**src/rtl/shs_pkg.sv**
```systemverilog
// ============================================================================
// shs_pkg: shared types and constants of the stepper homing sequencer
// Holds the item structs, event codes, register indexes and command text.
// ============================================================================
`default_nettype none

package shs_pkg;

    // Full steps per motor revolution, default for the top-level parameter.
    localparam int MOTOR_FULL_STEPS_DEF = 200;

    // Largest microstep shift honored; larger register values act as this.
    localparam int MICROSTEP_MAX = 8;

    localparam int MICROSTEP_W  = 4;
    localparam int DELAY_W      = 20;
    localparam int STEP_W       = 31;
    localparam int REV_W        = 24;
    localparam int EVENT_W      = 2;

    localparam int CFG_INDEX_W  = 2;
    localparam int CFG_DATA_W   = 20;

    localparam logic [STEP_W-1:0] STEP_MAX = {STEP_W{1'b1}};
    localparam logic [REV_W-1:0]  REV_MAX  = {REV_W{1'b1}};

    localparam logic [MICROSTEP_W-1:0] MICROSTEP_RST = 4'd3;
    localparam logic [DELAY_W-1:0]     DELAY_RST     = 20'd2500;

    // Register indexes of the configuration port.
    localparam logic [CFG_INDEX_W-1:0] REG_MICROSTEP = 2'd0;
    localparam logic [CFG_INDEX_W-1:0] REG_DELAY     = 2'd1;

    // Start command text and its length.
    localparam int CMD_LEN   = 9;
    localparam int CMD_IDX_W = 4;

    typedef enum logic [EVENT_W-1:0] {
        EV_NONE    = 2'd0,
        EV_STARTED = 2'd1,
        EV_LIMIT   = 2'd2,
        EV_HOME    = 2'd3
    } event_t;

    typedef struct packed {
        logic       rx_valid;
        logic [7:0] rx_byte;
        logic       limit_active;
    } tick_item_t;

    typedef struct packed {
        logic               step_pulse;
        logic               direction_cw;
        logic               driver_enable;
        logic [EVENT_W-1:0] event_code;
        logic [STEP_W-1:0]  steps_from_home;
        logic [REV_W-1:0]   revolutions;
        logic [DELAY_W-1:0] pulse_delay;
    } result_item_t;

    // Character of the text INITMOTOR at a given position.
    function automatic logic [7:0] start_char(input logic [CMD_IDX_W-1:0] pos);
        logic [7:0] ch;
        case (pos)
            4'd0:    ch = 8'h49; // I
            4'd1:    ch = 8'h4E; // N
            4'd2:    ch = 8'h49; // I
            4'd3:    ch = 8'h54; // T
            4'd4:    ch = 8'h4D; // M
            4'd5:    ch = 8'h4F; // O
            4'd6:    ch = 8'h54; // T
            4'd7:    ch = 8'h4F; // O
            4'd8:    ch = 8'h52; // R
            default: ch = 8'h49;
        endcase
        return ch;
    endfunction

endpackage

`default_nettype wire

```
**src/rtl/stepper_homing_sequencer.sv**
```systemverilog
// ============================================================================
// stepper_homing_sequencer: start command, outward run and homing of a stepper
// One tick item in, one result item out; counts steps and revolutions.
// ============================================================================
//
//  Channel   Direction  Handshake                  Payload
//  --------  ---------  -------------------------  --------------------------
//  tick      in         tick_valid / tick_ready    tick (tick_item_t)
//  result    out        result_valid / result_ready result (result_item_t)
//  config    in         cfg_we, write only         cfg_index, cfg_data
//
// Each tick item is held first in the input register and then in the
// result register. The sustained rate is one item per cycle while the
// result is taken; the step, revolution and match counters are updated
// in the single cycle an item leaves the input register.
// A stalled result holds the result register, which holds the input register,
// and only then drops tick_ready. Reset is asynchronous and active low; it
// clears all control state and loads the register defaults (microstep shift
// 3, step delay 2500, direction clockwise). No clearing pass is needed.
// ============================================================================
`default_nettype none

module stepper_homing_sequencer
    import shs_pkg::*;
#(
    parameter int MOTOR_FULL_STEPS = MOTOR_FULL_STEPS_DEF
)
(
    input  wire logic                   clk,
    input  wire logic                   rst_n,

    input  wire logic                   tick_valid,
    output logic                        tick_ready,
    input  wire tick_item_t             tick,

    output logic                        result_valid,
    input  wire logic                   result_ready,
    output result_item_t                result,

    input  wire logic                   cfg_we,
    input  wire logic [CFG_INDEX_W-1:0] cfg_index,
    input  wire logic [CFG_DATA_W-1:0]  cfg_data
);

    // Width of the position-in-revolution counter: enough for the longest
    // revolution period, full steps shifted by the largest microstep shift.
    localparam int PERIOD_W = $clog2((MOTOR_FULL_STEPS << MICROSTEP_MAX) + 1);

    // ------------------------------------------------------------------
    // Configuration registers
    // ------------------------------------------------------------------
    logic [MICROSTEP_W-1:0] microstep_reg;
    logic [DELAY_W-1:0]     delay_reg;

    always_ff @(posedge clk or negedge rst_n)
    begin
        if (!rst_n)
        begin
            microstep_reg <= MICROSTEP_RST;
            delay_reg     <= DELAY_RST;
        end
        else if (cfg_we)
        begin
            case (cfg_index)
                REG_MICROSTEP: microstep_reg <= cfg_data[MICROSTEP_W-1:0];
                REG_DELAY:     delay_reg     <= cfg_data[DELAY_W-1:0];
                default:       ;
            endcase
        end
    end

    // ------------------------------------------------------------------
    // Handshake: input register feeds the result register. The input
    // register empties whenever the result register can take an item.
    // ------------------------------------------------------------------
    logic         in_valid_reg;
    tick_item_t   in_item_reg;
    logic         advance;
    logic         fire;

    assign advance    = !result_valid || result_ready;
    assign fire       = in_valid_reg && advance;
    assign tick_ready = !in_valid_reg || advance;

    always_ff @(posedge clk or negedge rst_n)
    begin
        if (!rst_n)
        begin
            in_valid_reg <= 1'b0;
        end
        else if (tick_valid && tick_ready)
        begin
            in_valid_reg <= 1'b1;
        end
        else if (fire)
        begin
            in_valid_reg <= 1'b0;
        end
    end

    always_ff @(posedge clk)
    begin
        if (tick_valid && tick_ready)
        begin
            in_item_reg <= tick;
        end
    end

    // ------------------------------------------------------------------
    // Start command matcher
    // ------------------------------------------------------------------
    logic started;

    shs_matcher u_matcher (
        .clk      (clk),
        .rst_n    (rst_n),
        .fire     (fire),
        .rx_valid (in_item_reg.rx_valid),
        .rx_byte  (in_item_reg.rx_byte),
        .started  (started)
    );

    // ------------------------------------------------------------------
    // Motion state
    // ------------------------------------------------------------------
    logic                motor_active_reg,   motor_active_next;
    logic                returning_reg,      returning_next;
    logic                direction_reg,      direction_next;
    logic [STEP_W-1:0]   step_count_reg,     step_count_next;
    logic [PERIOD_W-1:0] step_in_rev_reg,    step_in_rev_next;
    logic [REV_W-1:0]    rev_count_reg,      rev_count_next;

    logic [MICROSTEP_W-1:0] shift;
    logic [PERIOD_W-1:0]    period;
    logic [PERIOD_W:0]      sir_inc;
    logic [PERIOD_W-1:0]    sir_back;
    logic                   pulse;
    event_t                 event_code;

    // Resolution values beyond the largest supported act as the largest.
    assign shift  = (microstep_reg > MICROSTEP_W'(MICROSTEP_MAX))
                    ? MICROSTEP_W'(MICROSTEP_MAX) : microstep_reg;
    assign period = PERIOD_W'(MOTOR_FULL_STEPS) << shift;

    assign sir_inc = (PERIOD_W + 1)'(step_in_rev_reg) + (PERIOD_W + 1)'(1);

    // Moving back, a position of zero or one left out of range by a
    // resolution change restarts at the top of the revolution.
    assign sir_back = (step_in_rev_reg == '0 || step_in_rev_reg > period)
                      ? period - PERIOD_W'(1)
                      : step_in_rev_reg - PERIOD_W'(1);

    always_comb
    begin
        motor_active_next = motor_active_reg;
        returning_next    = returning_reg;
        direction_next    = direction_reg;
        step_count_next   = step_count_reg;
        step_in_rev_next  = step_in_rev_reg;
        rev_count_next    = rev_count_reg;
        pulse             = 1'b0;
        event_code        = EV_NONE;

        if (started)
        begin
            // A completed command restarts the run even while moving.
            step_count_next   = '0;
            step_in_rev_next  = '0;
            rev_count_next    = '0;
            motor_active_next = 1'b1;
            returning_next    = 1'b0;
            direction_next    = 1'b1;
            event_code        = EV_STARTED;
        end
        else if (motor_active_reg && !returning_reg && in_item_reg.limit_active)
        begin
            // Limit switch reached: turn around, no step on this tick.
            returning_next = 1'b1;
            direction_next = 1'b0;
            event_code     = EV_LIMIT;
        end
        else if (motor_active_reg && !returning_reg)
        begin
            // Outward run. At the top of the step count the pulse still
            // goes out but no counter moves.
            pulse = 1'b1;
            if (step_count_reg != STEP_MAX)
            begin
                step_count_next = step_count_reg + STEP_W'(1);
                if (sir_inc >= (PERIOD_W + 1)'(period))
                begin
                    step_in_rev_next = '0;
                    if (rev_count_reg != REV_MAX)
                    begin
                        rev_count_next = rev_count_reg + REV_W'(1);
                    end
                end
                else
                begin
                    step_in_rev_next = sir_inc[PERIOD_W-1:0];
                end
            end
        end
        else if (motor_active_reg)
        begin
            // Return run down to zero, then stop and report home.
            if (step_count_reg != '0)
            begin
                pulse            = 1'b1;
                step_count_next  = step_count_reg - STEP_W'(1);
                step_in_rev_next = sir_back;
                if (sir_back == '0 && rev_count_reg != '0)
                begin
                    rev_count_next = rev_count_reg - REV_W'(1);
                end
            end
            else
            begin
                motor_active_next = 1'b0;
                returning_next    = 1'b0;
                event_code        = EV_HOME;
            end
        end
    end

    always_ff @(posedge clk or negedge rst_n)
    begin
        if (!rst_n)
        begin
            motor_active_reg <= 1'b0;
            returning_reg    <= 1'b0;
            direction_reg    <= 1'b1;
            step_count_reg   <= '0;
            step_in_rev_reg  <= '0;
            rev_count_reg    <= '0;
        end
        else if (fire)
        begin
            motor_active_reg <= motor_active_next;
            returning_reg    <= returning_next;
            direction_reg    <= direction_next;
            step_count_reg   <= step_count_next;
            step_in_rev_reg  <= step_in_rev_next;
            rev_count_reg    <= rev_count_next;
        end
    end

    // ------------------------------------------------------------------
    // Result register
    // ------------------------------------------------------------------
    logic         result_valid_reg;
    result_item_t result_reg;
    result_item_t result_next;

    always_comb
    begin
        result_next.step_pulse      = pulse;
        result_next.direction_cw    = direction_next;
        result_next.driver_enable   = motor_active_next;
        result_next.event_code      = event_code;
        result_next.steps_from_home = step_count_next;
        result_next.revolutions     = rev_count_next;
        result_next.pulse_delay     = pulse ? delay_reg : '0;
    end

    always_ff @(posedge clk or negedge rst_n)
    begin
        if (!rst_n)
        begin
            result_valid_reg <= 1'b0;
        end
        else if (fire)
        begin
            result_valid_reg <= 1'b1;
        end
        else if (result_ready)
        begin
            result_valid_reg <= 1'b0;
        end
    end

    always_ff @(posedge clk)
    begin
        if (fire)
        begin
            result_reg <= result_next;
        end
    end

    assign result_valid = result_valid_reg;
    assign result       = result_reg;

endmodule

`default_nettype wire

```
**src/rtl/shs_matcher.sv**
```systemverilog
// ============================================================================
// shs_matcher: start command matcher
// Checks one received byte per processed tick against the text INITMOTOR.
// ============================================================================
`default_nettype none

module shs_matcher
    import shs_pkg::*;
(
    input  wire logic       clk,
    input  wire logic       rst_n,
    input  wire logic       fire,
    input  wire logic       rx_valid,
    input  wire logic [7:0] rx_byte,
    output logic            started
);

    logic [CMD_IDX_W-1:0] match_index_reg;
    logic [CMD_IDX_W-1:0] match_index_next;
    logic [CMD_IDX_W-1:0] pos;
    logic [CMD_IDX_W-1:0] pos_inc;

    assign pos     = (match_index_reg < CMD_IDX_W'(CMD_LEN)) ? match_index_reg : '0;
    assign pos_inc = pos + CMD_IDX_W'(1);

    always_comb
    begin
        match_index_next = match_index_reg;
        started          = 1'b0;
        if (fire && rx_valid)
        begin
            if (rx_byte == start_char(pos))
            begin
                if (pos_inc >= CMD_IDX_W'(CMD_LEN))
                begin
                    // Whole command seen; start over for the next one.
                    match_index_next = '0;
                    started          = 1'b1;
                end
                else
                begin
                    match_index_next = pos_inc;
                end
            end
            else
            begin
                // A mismatching byte may itself open a new command.
                match_index_next = (rx_byte == start_char('0)) ? CMD_IDX_W'(1) : '0;
            end
        end
    end

    always_ff @(posedge clk or negedge rst_n)
    begin
        if (!rst_n)
        begin
            match_index_reg <= '0;
        end
        else
        begin
            match_index_reg <= match_index_next;
        end
    end

endmodule

`default_nettype wire

```
**config.mk**
```make
export PLATFORM = sky130hd
export DESIGN_NAME = stepper_homing_sequencer
export DESIGN_NICKNAME = d
export VERILOG_FILES = /design/src/rtl/shs_pkg.sv /design/src/rtl/stepper_homing_sequencer.sv /design/src/rtl/shs_matcher.sv
export SDC_FILE = /design/constraint.sdc
export NUM_CORES = 1
export LEC_CHECK = 0
export BUFFER_PORTS_ARGS = -buffer_cell sky130_fd_sc_hd__buf_2
export CORE_AREA = 2 2 169 171
export DETAILED_ROUTE_END_ITERATION = 6
export DIE_AREA = 0 0 171 173
export PLACE_DENSITY = 0.66
export SYNTH_ARGS = -nofsm -noshare
export SYNTH_HDL_FRONTEND = slang
export SYNTH_HIERARCHICAL = 1
export SYNTH_SLANG_ARGS = --single-unit
```
**constraint.sdc**
```tcl
create_clock -name clk -period 8.5 [get_ports clk]
set_input_delay 1.7 -clock clk [delete_from_list [all_inputs] [get_ports clk]]
set_output_delay 1.7 -clock clk [all_outputs]
set_load 0.005 [all_outputs]
```
==> flow_summary.yaml <==
global_routing:
  antenna_found_initial: 1
  grt_pass1_vias: 10413
  grt_max_degree: 80
  track_usage_pct: 23.9
  grt_pass1_wl_um: 56500
  grt.overflow.total: 0
drt:
  drtIter0Drc: 1057
  drc_errors: 0
  vias: 11083
  postRouteAntennaNets: 0
  dr_wl_met2_um: 16600
  first_pass_iters: 5
  wl_per_cell_um: 18.9
  wl_met1_um: 15800
  avgViaCountPerCell: 5.97
  met3WireLength_um: 2080
  routed_wl_um: 35000
  highest-signal-layer: "met4"
floorplanning:
  start_util_pct: 47.4
  dieArea_um2: 29600
  row_count: 61
  design.core.area_um2: 27600
  die_x_um: 171
  io-pin-count: 119
  die_h_um: 173
clock_network:
  cts_htree_levels: 4
  numCtsBuffers: 17
  clock_sinks: 194
  postCtsResizedCells: 0
  cts_hold_buf: 0
  cts_setup_buffers: 0
  insertion_delay_ns: 0.46
  cts_tree: "yes"
  clkTransAtPathRegs_ns: 0.08
  clockBufferDepth: 2
  cts_root_buffer: "clkbuf_16"
logic_synthesis:
  synth_area_leader_cell: "edfxtp_1"
  ys_seq_elements: 194
  syn_nets: 1501
  yosys-top-cells-area: "edfxtp_1 21%, dfrtp_1 18%, ha_1 4.1%"
  synth_seq_area_share_pct: 40.6
  synth_warnings: 6
  netlist.area_leader.share_pct: 20.6
  synth-edff-count: 90
  synthArstFlopShare_pct: 53.6
  synth.distinct_cells: 106
  netlist_area_um2: 13100
  ys.flop_type: "dfrtp_1"
  netlist_instances: 1421
  avgSynthCellArea_um2: 9.22
worst_setup_path:
  cp.required_ns: 8.89
  cpMostUsedCell: "ha_1"
  worst-endpoint-arrival_ns: 7.66
  critPathMaxStageDelay_ns: 0.79
  reg2regPathDepth: 21
  crit_path_end_kind: "flip-flop"
  r2r-start: "microstep_reg[3]"
  worst_path_max_delay_cell: "nor3_1"
  worstPathMaxFanout: 21
  start_kind: "flip-flop"
  r2r_slack_ns: 1.23
  crit_chain: "inv_1 -> nand2_1 -> ha_1 -> and3_1 -> a21oi_1 -> ha_1 -> nand3_1 -> or2_2 -> a221oi_1 -> o31a_1 -> nor2_2 -> nand2_1 -> ha_1 -> or4b_1 -> nor3_1 -> xnor2_1 -> nand4bb_1 -> nor3_1 -> nand3_1 -> a2111oi_0 -> a211o_1"
  rr_endpoint: "rev_count_reg[8]"
  setup.worst_path.class: "flip-flop to flip-flop"
worst_hold_path:
  min_from: "direction_reg"
  whs_endpoint: "direction_reg"
  hold_path.class: "flip-flop to flip-flop"
  whs_path_depth: 2
place:
  numPortBuffers: 118
  dp_hpwl_um: 24300
  placed_area_um2: 13800
  gp_congestion: 0.957
sta:
  rsz0062_at_grt: "false"
  timing.final.hold_violations: 0
  setup_viol: 0
  fin_skew_ns: 0.0130
  slew_headroom_pct: 21.0
  worst_pin_slew_ns: 1.18
  fin_crit_ns: 7.27
  final_max_slew_viol_count: 0
  fmax_mhz: 137
  finalCritPeriodShare_pct: 85.6
  finalSetupTns_ns: 0
run:
  drv_cap: 0
power:
  internal_power_mw: 1.67
  clkPwrFrac_pct: 34.9
  p_leak_nw: 5.74
  swShare_pct: 30.8
  total_power_mw: 2.41
  power_switching_uw: 743
  comb_power_share_pct: 20.1
  power.density_nw_per_um2: 167
  pwr-share-seq_pct: 45.1
  vdd_ir_drop_max_uv: 128
finish:
  final.fill_count: 2591
  layout.nets: 1546
  syn_to_final_growth_pct: 9.92
  drive_gt1_share_pct: 17.4
  fin_area_um2: 14400
  largest_reg_flops: 80
run_status:
  status: "complete, no violations"
[Yosys cell counts, types with 5 or more instances]
cell type	n
a211o_1	10
a211oi_1	7
a21boi_0	8
a21o_1	15
a21oi_1	53
a221o_1	5
a22o_1	6
a22oi_1	7
a31o_2	5
a31oi_1	15
and2_1	41
and3_1	24
and3b_1	7
and4_1	10
buf_2	19
buf_6	6
clkbuf_1	71
dfrtp_1	96
dfstp_2	8
edfxtp_1	90
ha_1	43
inv_1	36
mux2_2	27
mux2i_1	12
nand2_1	131
nand2b_1	18
nand3_1	65
nand3b_1	8
nand4_1	31
nor2_1	97
nor2b_1	8
nor3_1	68
nor3b_1	7
nor4_1	20
o211ai_1	6
o21a_1	6
o21ai_0	67
o22ai_1	9
o311ai_0	6
o31ai_1	16
or2_2	14
or3_1	30
or4_1	16
xnor2_1	42
xor2_1	23
[cell type report]
class	count	area (um^2)	area share (%)
diodes	1	2.50	0.0174
clock buffers	17	425	2.95
clock inverters	15	171	1.19
inverters	37	141	0.982
multi-input cells	1085	7180	49.9
flip-flops and latches	194	5320	36.9
well taps	378	473	3.28
repair buffers	131	691	4.80
[cell families (layout without fill, tap and decap cells)]
logic type,count (synthesis),count (layout),share of synthesized area (%)
DFF,194,194,40.6
other,0,1,0
adders and majority gates,43,43,4.11
and+or+nand+nor,632,632,26.6
muxes,41,41,3.47
xor gates and xnor gates,65,65,4.35
AOI/OAI and AO/OA,304,304,16.2
buffers and inverters,142,200,4.72
[per-stage QoR]
stage	std cells	setup WS, ns	utilization [%]	hold slack, ns
after floorplan	1421	1.91	-	0.439
after global placement	1825	1.75	49.9	0.447
after detailed placement	1825	1.42	49.9	0.466
after CTS	1857	1.38	52.1	0.479
after global routing	1858	0.807	52.1	0.491
final	1858	1.23	52.1	0.478
[worst max path at each step]
stage | startpoint | to | slack [ns] | cells after the start
global placement | microstep_reg[3] | rev_count_reg[15] | 1.75 | 21
global route | microstep_reg[3] | rev_count_reg[8] | 0.81 | 21
floorplan | result_ready | result[34] | 1.91 | 11
CTS | microstep_reg[3] | rev_count_reg[8] | 1.38 | 21
detailed placement | microstep_reg[3] | rev_count_reg[8] | 1.42 | 21
finish | microstep_reg[3] | rev_count_reg[8] | 1.23 | 21
[cell usage in the layout, fill, tap and decap left out, types with 18 or more instances in the layout]
cell | netlist | layout
nor4_1 | 20 | 20
buf_2 | 19 | 117
xor2_1 | 23 | 23
or3_1 | 30 | 30
o21ai_0 | 67 | 67
ha_1 | 43 | 43
nand3_1 | 65 | 65
dfrtp_1 | 96 | 96
a21oi_1 | 53 | 53
edfxtp_1 | 90 | 90
nor2_1 | 97 | 96
xnor2_1 | 42 | 42
and3_1 | 24 | 24
mux2_2 | 27 | 27
nor3_1 | 68 | 67
nand4_1 | 31 | 31
nand2_1 | 131 | 130
nand2b_1 | 18 | 18
and2_1 | 41 | 41
inv_1 | 36 | 35
[critical path: cells and delay by family (launching register included)]
family / cells / cell delay, ns
buf+inv: 1 / 0.24
xor+xnor: 1 / 0.26
simple gates: 11 / 3.30
flops: 1 / 0.73
compound gates: 5 / 1.67
fa+ha+maj: 3 / 1.00
[power by group through the flow]
stage	logic (mW)	clock network (mW)	registers [mW]
final	0.484	0.841	1.09
after global routing	0.531	0.887	1.10
after CTS	0.480	0.851	1.09
after detailed placement	0.477	0	1.10
after global placement	0.473	0	1.10
after floorplan	0.330	0	1.10
[per-layer routing]
layer	global-route usage, %	vias to the layer above
met5	0	-
met4	7.34	0
met3	3.59	50
met2	37.7	357
met1	34.0	5288
li1	-	5388
(Power assumes the default switching activity.)
